==> src/awmd_pkg.sv <==
package awmd_pkg;

  localparam int ACC_W          = 16;
  localparam int DZ_W           = ACC_W + 1;
  localparam int MAG_W          = 17;
  localparam int SQ_W           = 2 * MAG_W;
  localparam int ROOT_STEPS     = SQ_W / 2;
  localparam int ROOT_REM_W     = MAG_W + 3;
  localparam int LIMIT_W        = 5;
  localparam int CFG_IDX_W      = 3;
  localparam int CFG_DATA_W     = 17;
  localparam int WINDOW_LEN_DEF = 16;
  localparam int QUEUE_DEPTH    = 2;

  // register indexes on the configuration port
  localparam logic [CFG_IDX_W-1:0] REG_GRAVITY_OFFSET = 3'd0;
  localparam logic [CFG_IDX_W-1:0] REG_NORMAL_LOW     = 3'd1;
  localparam logic [CFG_IDX_W-1:0] REG_FAST_LOW       = 3'd2;
  localparam logic [CFG_IDX_W-1:0] REG_SPIKE_LOW      = 3'd3;
  localparam logic [CFG_IDX_W-1:0] REG_MIN_RUN        = 3'd4;
  localparam logic [CFG_IDX_W-1:0] REG_MIN_FAST_COUNT = 3'd5;

  localparam logic signed [ACC_W-1:0] GRAVITY_OFFSET_RST = 16'sd4096;
  localparam logic [MAG_W-1:0]        NORMAL_LOW_RST     = 17'd532;
  localparam logic [MAG_W-1:0]        FAST_LOW_RST       = 17'd1638;
  localparam logic [MAG_W-1:0]        SPIKE_LOW_RST      = 17'd3277;
  localparam logic [LIMIT_W-1:0]      MIN_RUN_RST        = 5'd5;
  localparam logic [LIMIT_W-1:0]      MIN_FAST_COUNT_RST = 5'd4;

  typedef struct packed {
    logic                    action;
    logic signed [ACC_W-1:0] accel_x;
    logic signed [ACC_W-1:0] accel_y;
    logic signed [ACC_W-1:0] accel_z;
  } in_item_t;

  typedef struct packed {
    logic [MAG_W-1:0] magnitude;
    logic [MAG_W-1:0] window_mean;
    logic             moving;
  } out_item_t;

  typedef struct packed {
    logic signed [ACC_W-1:0] gravity_offset;
    logic [MAG_W-1:0]        normal_low;
    logic [MAG_W-1:0]        fast_low;
    logic [MAG_W-1:0]        spike_low;
    logic [LIMIT_W-1:0]      min_run;
    logic [LIMIT_W-1:0]      min_fast_count;
  } cfg_t;

  // classified work item passed from front to back
  typedef struct packed {
    logic                    clear;
    logic signed [ACC_W-1:0] x;
    logic signed [ACC_W-1:0] y;
    logic signed [DZ_W-1:0]  dz;
  } qent_t;

  typedef enum logic [2:0] {
    ST_IDLE,
    ST_SQUARE,
    ST_ROOT,
    ST_WRITE,
    ST_WALK,
    ST_DIVIDE,
    ST_DONE
  } back_state_t;

endpackage

==> src/awmd_front.sv <==
module awmd_front (
  input  logic                          in_valid,
  output logic                          in_ready,
  input  awmd_pkg::in_item_t            in_data,
  input  logic signed [awmd_pkg::ACC_W-1:0] gravity_offset,
  output logic                          push_valid,
  input  logic                          push_ready,
  output awmd_pkg::qent_t               push_data
);

  assign in_ready   = push_ready;
  assign push_valid = in_valid;

  always_comb begin
    push_data.clear = in_data.action;
    push_data.x     = in_data.accel_x;
    push_data.y     = in_data.accel_y;
    // gravity removal, one bit wider so it never wraps
    push_data.dz    = {in_data.accel_z[awmd_pkg::ACC_W-1], in_data.accel_z}
                    - {gravity_offset[awmd_pkg::ACC_W-1], gravity_offset};
  end

endmodule

==> src/awmd_fifo.sv <==
module awmd_fifo (
  input  logic            clk,
  input  logic            rst_n,
  input  logic            push_valid,
  output logic            push_ready,
  input  awmd_pkg::qent_t push_data,
  output logic            pop_valid,
  input  logic            pop_ready,
  output awmd_pkg::qent_t pop_data
);

  localparam int DEPTH = awmd_pkg::QUEUE_DEPTH;
  localparam int PTR_W = (DEPTH > 1) ? $clog2(DEPTH) : 1;
  localparam int CNT_W = $clog2(DEPTH + 1);

  awmd_pkg::qent_t  entry_r [DEPTH];
  logic [PTR_W-1:0] wr_ptr_r, wr_ptr_nxt;
  logic [PTR_W-1:0] rd_ptr_r, rd_ptr_nxt;
  logic [CNT_W-1:0] count_r, count_nxt;
  logic             push_fire, pop_fire;

  assign push_ready = (count_r != CNT_W'(DEPTH));
  assign pop_valid  = (count_r != '0);
  assign pop_data   = entry_r[rd_ptr_r];
  assign push_fire  = push_valid && push_ready;
  assign pop_fire   = pop_valid && pop_ready;

  always_comb begin
    wr_ptr_nxt = wr_ptr_r;
    rd_ptr_nxt = rd_ptr_r;
    count_nxt  = count_r;
    if (push_fire) begin
      wr_ptr_nxt = (wr_ptr_r == PTR_W'(DEPTH - 1)) ? '0 : wr_ptr_r + PTR_W'(1);
    end
    if (pop_fire) begin
      rd_ptr_nxt = (rd_ptr_r == PTR_W'(DEPTH - 1)) ? '0 : rd_ptr_r + PTR_W'(1);
    end
    if (push_fire && !pop_fire) begin
      count_nxt = count_r + CNT_W'(1);
    end else if (pop_fire && !push_fire) begin
      count_nxt = count_r - CNT_W'(1);
    end
  end

  always_ff @(posedge clk) begin
    if (!rst_n) begin
      wr_ptr_r <= '0;
      rd_ptr_r <= '0;
      count_r  <= '0;
    end else begin
      wr_ptr_r <= wr_ptr_nxt;
      rd_ptr_r <= rd_ptr_nxt;
      count_r  <= count_nxt;
    end
  end

  always_ff @(posedge clk) begin
    if (push_fire) begin
      entry_r[wr_ptr_r] <= push_data;
    end
  end

endmodule

==> src/awmd_back.sv <==
module awmd_back #(
  parameter int WINDOW_LEN = awmd_pkg::WINDOW_LEN_DEF
) (
  input  logic                clk,
  input  logic                rst_n,
  input  awmd_pkg::cfg_t      cfg,
  input  logic                pop_valid,
  output logic                pop_ready,
  input  awmd_pkg::qent_t     pop_data,
  output logic                out_valid,
  input  logic                out_ready,
  output awmd_pkg::out_item_t out_data
);

  localparam int MAG_W    = awmd_pkg::MAG_W;
  localparam int SQ_W     = awmd_pkg::SQ_W;
  localparam int RR_W     = awmd_pkg::ROOT_REM_W;
  localparam int DZ_W     = awmd_pkg::DZ_W;
  localparam int ADDR_W   = $clog2(WINDOW_LEN);
  localparam int CNT_W    = $clog2(WINDOW_LEN + 1);
  localparam int LOG2_LEN = $clog2(WINDOW_LEN);
  localparam int SUM_W    = MAG_W + LOG2_LEN;
  localparam int REM_W    = LOG2_LEN + 1;
  localparam int STEP_LIM = (SUM_W > WINDOW_LEN) ? SUM_W : WINDOW_LEN;
  localparam int STEP_W   = $clog2(STEP_LIM + 1);
  localparam int CMP_W    = (CNT_W > awmd_pkg::LIMIT_W) ? CNT_W : awmd_pkg::LIMIT_W;
  localparam bit IS_POW2  = ((WINDOW_LEN & (WINDOW_LEN - 1)) == 0);
  localparam logic [ADDR_W-1:0] LAST_SLOT = ADDR_W'(WINDOW_LEN - 1);

  awmd_pkg::back_state_t state_r, state_nxt;
  logic [STEP_W-1:0]     step_r, step_nxt;
  awmd_pkg::qent_t       item_r, item_nxt;
  logic [SQ_W-1:0]       sq_r, sq_nxt;
  logic [RR_W-1:0]       rem_r, rem_nxt;
  logic [MAG_W-1:0]      root_r, root_nxt;
  logic [ADDR_W-1:0]     slot_r, slot_nxt;
  logic [WINDOW_LEN-1:0] valid_r, valid_nxt;
  logic [ADDR_W-1:0]     rp_r, rp_nxt;
  logic [MAG_W-1:0]      cur_r, cur_nxt;
  logic [MAG_W-1:0]      prv_r, prv_nxt;
  logic [SUM_W-1:0]      sum_r, sum_nxt;
  logic [CNT_W-1:0]      run_r, run_nxt;
  logic [CNT_W-1:0]      best_r, best_nxt;
  logic [CNT_W-1:0]      fast_r, fast_nxt;
  logic                  spike_r, spike_nxt;
  logic [REM_W-1:0]      drem_r, drem_nxt;
  awmd_pkg::out_item_t   out_r, out_nxt;
  logic                  out_valid_r, out_valid_nxt;

  logic [MAG_W-1:0]      mem [WINDOW_LEN];
  logic [MAG_W-1:0]      rd_data_r;
  logic                  rd_ok_r;
  logic                  mem_we;

  logic signed [DZ_W-1:0]   mul_op;
  logic signed [SQ_W-1:0]   mul_prod;
  logic [RR_W-1:0]          rem_sh, trial;
  logic [MAG_W-1:0]         walk_d;
  logic                     d_nrm, d_fst, c_nrm, c_fst, c_spk;
  logic [CNT_W-1:0]         run_inc;
  logic [REM_W-1:0]         div_t;
  logic [SUM_W-1:0]         quo;
  logic                     moving;

  assign pop_ready = (state_r == awmd_pkg::ST_IDLE);
  assign out_valid = out_valid_r;
  assign out_data  = out_r;

  // shared squarer: x, y, then dz
  always_comb begin
    case (step_r)
      STEP_W'(0): mul_op = {item_r.x[awmd_pkg::ACC_W-1], item_r.x};
      STEP_W'(1): mul_op = {item_r.y[awmd_pkg::ACC_W-1], item_r.y};
      default:    mul_op = item_r.dz;
    endcase
  end
  assign mul_prod = mul_op * mul_op;

  // one root digit per cycle
  assign rem_sh = {rem_r[RR_W-3:0], sq_r[SQ_W-1 -: 2]};
  assign trial  = {1'b0, root_r, 2'b01};

  // window entry arriving from memory, and the one held for the spike test
  assign walk_d  = rd_ok_r ? rd_data_r : '0;
  assign d_nrm   = (walk_d >= cfg.normal_low) && (walk_d <= cfg.fast_low);
  assign d_fst   = (walk_d > cfg.fast_low) && (walk_d <= cfg.spike_low);
  assign c_nrm   = (cur_r >= cfg.normal_low) && (cur_r <= cfg.fast_low);
  assign c_fst   = (cur_r > cfg.fast_low) && (cur_r <= cfg.spike_low);
  assign c_spk   = !c_nrm && !c_fst && (cur_r > cfg.spike_low)
                && ({1'b0, cur_r} > {prv_r, 1'b0})
                && ({1'b0, cur_r} > {walk_d, 1'b0});
  assign run_inc = run_r + CNT_W'(1);

  assign div_t = {drem_r[REM_W-2:0], sum_r[SUM_W-1]};
  assign quo   = IS_POW2 ? (sum_r >> LOG2_LEN) : sum_r;

  assign moving = !item_r.clear && !spike_r
               && ((CMP_W'(best_r) >= CMP_W'(cfg.min_run))
               ||  (CMP_W'(fast_r) >= CMP_W'(cfg.min_fast_count)));

  always_comb begin
    state_nxt     = state_r;
    step_nxt      = step_r;
    item_nxt      = item_r;
    sq_nxt        = sq_r;
    rem_nxt       = rem_r;
    root_nxt      = root_r;
    slot_nxt      = slot_r;
    valid_nxt     = valid_r;
    rp_nxt        = rp_r;
    cur_nxt       = cur_r;
    prv_nxt       = prv_r;
    sum_nxt       = sum_r;
    run_nxt       = run_r;
    best_nxt      = best_r;
    fast_nxt      = fast_r;
    spike_nxt     = spike_r;
    drem_nxt      = drem_r;
    out_nxt       = out_r;
    out_valid_nxt = out_valid_r;
    mem_we        = 1'b0;

    if (out_valid_r && out_ready) begin
      out_valid_nxt = 1'b0;
    end

    case (state_r)
      awmd_pkg::ST_IDLE: begin
        if (pop_valid) begin
          item_nxt = pop_data;
          step_nxt = '0;
          if (pop_data.clear) begin
            valid_nxt = '0;
            slot_nxt  = '0;
            root_nxt  = '0;
            sum_nxt   = '0;
            state_nxt = awmd_pkg::ST_DONE;
          end else begin
            sq_nxt    = '0;
            rem_nxt   = '0;
            root_nxt  = '0;
            state_nxt = awmd_pkg::ST_SQUARE;
          end
        end
      end

      awmd_pkg::ST_SQUARE: begin
        sq_nxt   = sq_r + $unsigned(mul_prod);
        step_nxt = step_r + STEP_W'(1);
        if (step_r == STEP_W'(2)) begin
          step_nxt  = '0;
          state_nxt = awmd_pkg::ST_ROOT;
        end
      end

      awmd_pkg::ST_ROOT: begin
        sq_nxt = sq_r << 2;
        if (rem_sh >= trial) begin
          rem_nxt  = rem_sh - trial;
          root_nxt = {root_r[MAG_W-2:0], 1'b1};
        end else begin
          rem_nxt  = rem_sh;
          root_nxt = {root_r[MAG_W-2:0], 1'b0};
        end
        step_nxt = step_r + STEP_W'(1);
        if (step_r == STEP_W'(awmd_pkg::ROOT_STEPS - 1)) begin
          state_nxt = awmd_pkg::ST_WRITE;
        end
      end

      awmd_pkg::ST_WRITE: begin
        mem_we            = 1'b1;
        valid_nxt[slot_r] = 1'b1;
        slot_nxt          = (slot_r == LAST_SLOT) ? '0 : slot_r + ADDR_W'(1);
        // oldest entry sits right after the one just written
        rp_nxt            = slot_nxt;
        step_nxt          = '0;
        sum_nxt           = '0;
        run_nxt           = '0;
        best_nxt          = '0;
        fast_nxt          = '0;
        spike_nxt         = 1'b0;
        drem_nxt          = '0;
        state_nxt         = awmd_pkg::ST_WALK;
      end

      awmd_pkg::ST_WALK: begin
        rp_nxt   = (rp_r == LAST_SLOT) ? '0 : rp_r + ADDR_W'(1);
        step_nxt = step_r + STEP_W'(1);
        if (step_r != '0) begin
          sum_nxt = sum_r + SUM_W'(walk_d);
          if (d_nrm) begin
            run_nxt = run_inc;
            if (run_inc > best_r) begin
              best_nxt = run_inc;
            end
          end else if (d_fst) begin
            fast_nxt = fast_r + CNT_W'(1);
          end
          if (walk_d < cfg.normal_low) begin
            run_nxt = '0;
          end
          // held entry has both neighbors once the third entry arrives
          if (step_r >= STEP_W'(3) && c_spk) begin
            spike_nxt = 1'b1;
          end
          prv_nxt = cur_r;
          cur_nxt = walk_d;
        end
        if (step_r == STEP_W'(WINDOW_LEN)) begin
          step_nxt  = '0;
          state_nxt = IS_POW2 ? awmd_pkg::ST_DONE : awmd_pkg::ST_DIVIDE;
        end
      end

      awmd_pkg::ST_DIVIDE: begin
        // restoring division, quotient bits shift into the sum register
        if (div_t >= REM_W'(WINDOW_LEN)) begin
          drem_nxt = div_t - REM_W'(WINDOW_LEN);
          sum_nxt  = {sum_r[SUM_W-2:0], 1'b1};
        end else begin
          drem_nxt = div_t;
          sum_nxt  = {sum_r[SUM_W-2:0], 1'b0};
        end
        step_nxt = step_r + STEP_W'(1);
        if (step_r == STEP_W'(SUM_W - 1)) begin
          state_nxt = awmd_pkg::ST_DONE;
        end
      end

      awmd_pkg::ST_DONE: begin
        if (!out_valid_r || out_ready) begin
          out_nxt.magnitude   = root_r;
          out_nxt.window_mean = quo[MAG_W-1:0];
          out_nxt.moving      = moving;
          out_valid_nxt       = 1'b1;
          state_nxt           = awmd_pkg::ST_IDLE;
        end
      end

      default: begin
        state_nxt = awmd_pkg::ST_IDLE;
      end
    endcase
  end

  always_ff @(posedge clk) begin
    if (!rst_n) begin
      state_r     <= awmd_pkg::ST_IDLE;
      out_valid_r <= 1'b0;
      valid_r     <= '0;
      slot_r      <= '0;
    end else begin
      state_r     <= state_nxt;
      out_valid_r <= out_valid_nxt;
      valid_r     <= valid_nxt;
      slot_r      <= slot_nxt;
    end
  end

  always_ff @(posedge clk) begin
    step_r  <= step_nxt;
    item_r  <= item_nxt;
    sq_r    <= sq_nxt;
    rem_r   <= rem_nxt;
    root_r  <= root_nxt;
    rp_r    <= rp_nxt;
    cur_r   <= cur_nxt;
    prv_r   <= prv_nxt;
    sum_r   <= sum_nxt;
    run_r   <= run_nxt;
    best_r  <= best_nxt;
    fast_r  <= fast_nxt;
    spike_r <= spike_nxt;
    drem_r  <= drem_nxt;
    out_r   <= out_nxt;
  end

  // window store, one write and one registered read per cycle
  always_ff @(posedge clk) begin
    if (mem_we) begin
      mem[slot_r] <= root_r;
    end
    rd_data_r <= mem[rp_r];
    rd_ok_r   <= valid_r[rp_r];
  end

endmodule

==> src/accel_window_motion_detector_core.sv <==
// a sample runs through the square, root, write, walk and done states when WINDOW_LEN is a
//   power of two, with SUM_W = 17 + clog2(WINDOW_LEN) divide steps before done otherwise
// the back end holds one sample at a time and takes the next only when idle, bounded by the
//   17-step square root and the one-entry-per-cycle walk of the window memory read port
// a clear transaction goes straight to the result state; the queue ahead holds two items
// reset: synchronous, clears window valid bits, write slot, queue and handshakes at once
module accel_window_motion_detector_core #(
  parameter int WINDOW_LEN = awmd_pkg::WINDOW_LEN_DEF
) (
  input  logic                               clk,
  input  logic                               rst_n,
  input  logic                               in_valid,
  output logic                               in_ready,
  input  awmd_pkg::in_item_t                 in_data,
  output logic                               out_valid,
  input  logic                               out_ready,
  output awmd_pkg::out_item_t                out_data,
  input  logic                               cfg_we,
  input  logic [awmd_pkg::CFG_IDX_W-1:0]     cfg_addr,
  input  logic [awmd_pkg::CFG_DATA_W-1:0]    cfg_wdata
);

  awmd_pkg::cfg_t  cfg_r, cfg_nxt;
  awmd_pkg::qent_t push_data, pop_data;
  logic            push_valid, push_ready;
  logic            pop_valid, pop_ready;

  always_comb begin
    cfg_nxt = cfg_r;
    if (cfg_we) begin
      case (cfg_addr)
        awmd_pkg::REG_GRAVITY_OFFSET: cfg_nxt.gravity_offset = cfg_wdata[awmd_pkg::ACC_W-1:0];
        awmd_pkg::REG_NORMAL_LOW:     cfg_nxt.normal_low     = cfg_wdata[awmd_pkg::MAG_W-1:0];
        awmd_pkg::REG_FAST_LOW:       cfg_nxt.fast_low       = cfg_wdata[awmd_pkg::MAG_W-1:0];
        awmd_pkg::REG_SPIKE_LOW:      cfg_nxt.spike_low      = cfg_wdata[awmd_pkg::MAG_W-1:0];
        awmd_pkg::REG_MIN_RUN:        cfg_nxt.min_run        = cfg_wdata[awmd_pkg::LIMIT_W-1:0];
        awmd_pkg::REG_MIN_FAST_COUNT: cfg_nxt.min_fast_count = cfg_wdata[awmd_pkg::LIMIT_W-1:0];
        default: begin
        end
      endcase
    end
  end

  always_ff @(posedge clk) begin
    if (!rst_n) begin
      cfg_r.gravity_offset <= awmd_pkg::GRAVITY_OFFSET_RST;
      cfg_r.normal_low     <= awmd_pkg::NORMAL_LOW_RST;
      cfg_r.fast_low       <= awmd_pkg::FAST_LOW_RST;
      cfg_r.spike_low      <= awmd_pkg::SPIKE_LOW_RST;
      cfg_r.min_run        <= awmd_pkg::MIN_RUN_RST;
      cfg_r.min_fast_count <= awmd_pkg::MIN_FAST_COUNT_RST;
    end else begin
      cfg_r <= cfg_nxt;
    end
  end

  awmd_front u_front (
    .in_valid       (in_valid),
    .in_ready       (in_ready),
    .in_data        (in_data),
    .gravity_offset (cfg_r.gravity_offset),
    .push_valid     (push_valid),
    .push_ready     (push_ready),
    .push_data      (push_data)
  );

  awmd_fifo u_fifo (
    .clk        (clk),
    .rst_n      (rst_n),
    .push_valid (push_valid),
    .push_ready (push_ready),
    .push_data  (push_data),
    .pop_valid  (pop_valid),
    .pop_ready  (pop_ready),
    .pop_data   (pop_data)
  );

  awmd_back #(
    .WINDOW_LEN (WINDOW_LEN)
  ) u_back (
    .clk       (clk),
    .rst_n     (rst_n),
    .cfg       (cfg_r),
    .pop_valid (pop_valid),
    .pop_ready (pop_ready),
    .pop_data  (pop_data),
    .out_valid (out_valid),
    .out_ready (out_ready),
    .out_data  (out_data)
  );

endmodule

==> config.mk <==
export PLATFORM = sky130hd
export DESIGN_NAME = accel_window_motion_detector_core
export DESIGN_NICKNAME = d
export VERILOG_FILES = /design/src/awmd_pkg.sv /design/src/awmd_front.sv /design/src/awmd_fifo.sv /design/src/awmd_back.sv /design/src/accel_window_motion_detector_core.sv
export SDC_FILE = /design/constraint.sdc
export NUM_CORES = 2
export LEC_CHECK = 0
export ABC_AREA = 1
export BUFFER_PORTS_ARGS = -buffer_cell sky130_fd_sc_hd__buf_4
export CAP_MARGIN = 40
export CORE_MARGIN = 10
export CORE_UTILIZATION = 42
export DETAILED_ROUTE_END_ITERATION = 10
export HOLD_SLACK_MARGIN = 0.05
export PLACE_DENSITY = 0.66
export SLEW_MARGIN = 10
export SYNTH_ARGS = -nofsm -noshare
export SYNTH_HDL_FRONTEND = slang
export SYNTH_HIERARCHICAL = 1
export SYNTH_SLANG_ARGS = --single-unit
==> constraint.sdc <==
create_clock -name clk -period 8.3 [get_ports clk]
set_clock_uncertainty 0.15 [all_clocks]
set_input_delay 1.245 -clock clk [delete_from_list [all_inputs] [get_ports clk]]
set_output_delay 1.245 -clock clk [all_outputs]
set_load 0.1 [all_outputs]
==> results by group <==
Synth
  – Synth Area in Adders: 0.219
  – Compound-Gate Fraction of Synth Area: 0.0792
  – Netlist Area Pre-Place: 0.0472 sq mm
  – Cell with the most instances after synthesis: inv_1
  – Post-Synthesis Cells: 4826
  – Synth Area in XOR/XNOR: 0.0102
  – Post-synth EDFFs: 610
  – Post-synthesis mux area share: 0.0159
  – Share of the yosys chip area belonging to registers: 0.440
  – Syn avg cell area: between 9 and 10 sq um
  – Post-synthesis simple-gate area fraction: 0.148
  – Area fraction of the dominant cell type after synthesis: 0.388
  – Yosys reg bits: 734
  – Largest family of logic cells by synthesized area: adder cells
  – Synth Flop Type: edfxtp_1
  – Synth area leaders: edfxtp_1 39%, fa_1 13%, ha_1 8.8%, inv_1 6.7%, nand2_1 6.6%
  – Commonest cells in the netlist: 844 x inv_1, 833 x nand2_1, 610 x edfxtp_1
  – Syn_nets: about 5500
  – Cell variety after synth: 66
  – Ys async rst share: 0
  – Synth area leader: edfxtp_1
  – Synth Warn #: 6

Timing
  – Hold WS: approximately 0.30 ns
  – Max-slew headroom: 0.399
  – Fmax: around 130 MHz
  – RSZ-0062 raised after global routing: false
  – Final hold vios: 0
  – Setup violators final: 0
  – Minimum clock period: 7.76 ns
  – Post-route setup slack: 0.539 ns
  – Least-Margin Pin Slew: 0.899 ns
  – Setup TNS: 0 ns
  – Max-slew violation count: 0
  – Period utilisation layout: 0.935

Detailed routing
  – Final ANT Viol Nets: 0
  – Routed wire length: 123 mm
  – DR DRC count: 0
  – Iter 0 DRT Violations: 2739
  – Vias per std cell: 5.18
  – Drt wl/cell: 18.9 microns
  – Via count: approximately 34000
  – DR pass1 iterations: 8

Finish
  – Area occupied by multi-input gates: 0.0224 sq mm
  – Final Net Count: 5659
  – Fillers: 10300
  – Fraction of layout cells with a size suffix above 1: 0.0935
  – Synthesis-to-finish area growth: 11.4%
  – Non-Filler Instances: 6497
  – Register area: 0.0208 sq mm

Setup path
  – Crit path arrival time: roughly 8.1 ns
  – Slowest-stage cell, CP: fa_1
  – CP delay by family, top: adder cells
  – Endpoint class of the critical path: flop
  – CP Class: reg2reg
  – CP max stage delay: 0.59 ns
  – CP required: about 8.6 ns
  – R2r setup slk: 0.54 ns
  – CP startpoint kind: flop
  – Beginning of the worst register-to-register path: u_back/step_r[0]
  – Cell repeated most along the worst path: inv_1
  – Critical-path maximum fanout: 13
  – WP buf/inv: 9
  – R2R depth: 30
  – Reg-to-reg endpoint: u_back/sq_r[30]

Floorplan
  – Io pins: 111
  – Die W: 355 microns
  – Effective utilization at floorplan: 0.425
  – Std cell rows: between 100 and 150
  – Die Area: 0.126 sq mm
  – Total core area: 0.111 sq mm
  – Die Y: approximately 360 microns

Status
  – Status: finished, final reports clean

Global route
  – Largest net degree at the start of global routing: 80
  – Total gr overflow: 0
  – Global-route wire length before repair: 191 mm
  – Gr usage total: 0.193
  – Initial antenna violation count: 1
  – Vias in the first global route: 34200

Clock tree
  – # hold bufs at CTS: 0
  – H-tree levels: 3
  – Num CTS Buffers: 80
  – CTS max path bufs: 3
  – Later-pin clock latency in the skew report: between 0.6 and 0.7 ns
  – Root Driver: clkbuf_16
  – Clk sink count: 734
  – Clock-pin slew on the worst setup and hold paths: 0.07 ns
  – CTS tree: done

Placed design
  – Placed cells: 6343
  – PortBufs: 110
  – HPWL after DPL: 90.5 mm
  – Setup WS pre-CTS: 0.492 ns
  – Gp weighted congestion: 0.928

Job
  – Max Cap Viol: 0

Worst hold path
  – End of the worst hold path: u_back/valid_r[8]
  – HP Class: reg2reg
  – Hold Crit Depth: 2
  – Min-delay src: u_back/valid_r[8]
## per-layer routing
layer / GRT usage / vias to the layer above / routed length [microns]
met5: 0 / - / 0
met4: 0.0621 / 0 / 3580
met3: 0.0266 / 214 / 7880
met2: 0.329 / 1058 / 59500
met1: 0.251 / 16400 / 51600
li1: - / 16100 / -
## area by class of cell
class / count / area share
well taps: 1488 / 0.0354
inverters: 872 / 0.0625
flip-flops and latches: 734 / 0.395
diodes: 1 / 0.0000476
multi-input cells: 3063 / 0.426
repair buffers: 194 / 0.0298
clock buffers: 100 / 0.0427
clock inverters: 45 / 0.00825
## worst reg2reg max path: cells and delay by family (launching register included)
| kind | cells | cell delay (ns) |
|---|---|---|
| buffers and inverters | 9 | 0.93 |
| AO/OA/AOI/OAI | 3 | 0.68 |
| flip-flops | 1 | 0.45 |
| adder cells (fa/ha/maj) | 8 | 3.56 |
| AND/OR/NAND/NOR | 10 | 1.81 |
## sequential cells by signal (all words and copies together), names as in the netlist, 16 cells and up, named ones only
signal / flops
u_back/valid_r: 16
u_back/out_data: 35
u_back/sum_r: 21
u_back/item_r: 50
cfg_r: 77
u_fifo/entry_r: 100
u_back/root_r: 17
u_back/rd_data_r: 17
u_back/mem: 272
u_back/cur_r: 17
u_back/rem_r: 18
u_back/prv_r: 17
u_back/sq_r: 34
## stage by stage
step                      area, sq um  utilization
after floorplan                 47200            -
after global routing            52600        0.473
after detailed placement        49900        0.449
after CTS                       52500        0.473
final                           52600        0.473
after global placement          49700        0.447
## layout by cell type (no fill, tap or decap), types with 10 or more instances in the layout
cell,count
xor2_1,34
nor2_1,478
buf_4,187
o21ai_0,223
nand3_1,194
inv_2,20
o221ai_1,14
xnor2_1,21
clkbuf_1,10
a21o_1,20
nand2_2,11
inv_1,842
a221oi_1,21
edfxtp_1,610
o22ai_1,28
nand4_1,64
nor3_2,22
clkinv_1,15
o21a_1,10
ha_1,331
a21oi_1,253
fa_1,309
a22o_1,21
dfxtp_1,123
nand2_1,833
nor3_1,19
mux2_4,50
nor2_4,11
clkbuf_16,86
## worst max path at each step
stage	startpoint	to	slack [ns]	cells past startpoint
2_1_floorplan	u_back/step_r[0]	u_back/sq_r[33]	1.15	32
3_3_place_gp	u_back/step_r[0]	u_back/sq_r[24]	0.62	32
3_5_place_dp	u_back/step_r[0]	u_back/sq_r[33]	0.49	30
4_1_cts	u_back/step_r[0]	u_back/sq_r[33]	0.42	30
5_1_grt	u_back/step_r[0]	u_back/sq_r[33]	0.03	30
6_report	u_back/step_r[0]	u_back/sq_r[30]	0.54	30
## kinds of logic (layout without fill, tap and decap cells)
| kind of cell | after synthesis | in the layout |
|---|---|---|
| buf+inv | 1029 | 1211 |
| compound gates | 647 | 647 |
| simple gates | 1671 | 1671 |
| other cells | 0 | 1 |
| fa+ha+maj | 640 | 640 |
| mux | 50 | 50 |
| xor+xnor | 55 | 55 |
| flops | 734 | 734 |
## what timing repair did
action,CTS,global route
gates resized for setup,0,2
buffers inserted,0,8
setup endpoints to repair,0,2
Power is left out: the tool's default activity adds up to more than one toggle a clock period on the data nets, which glitch-free logic cannot reach.
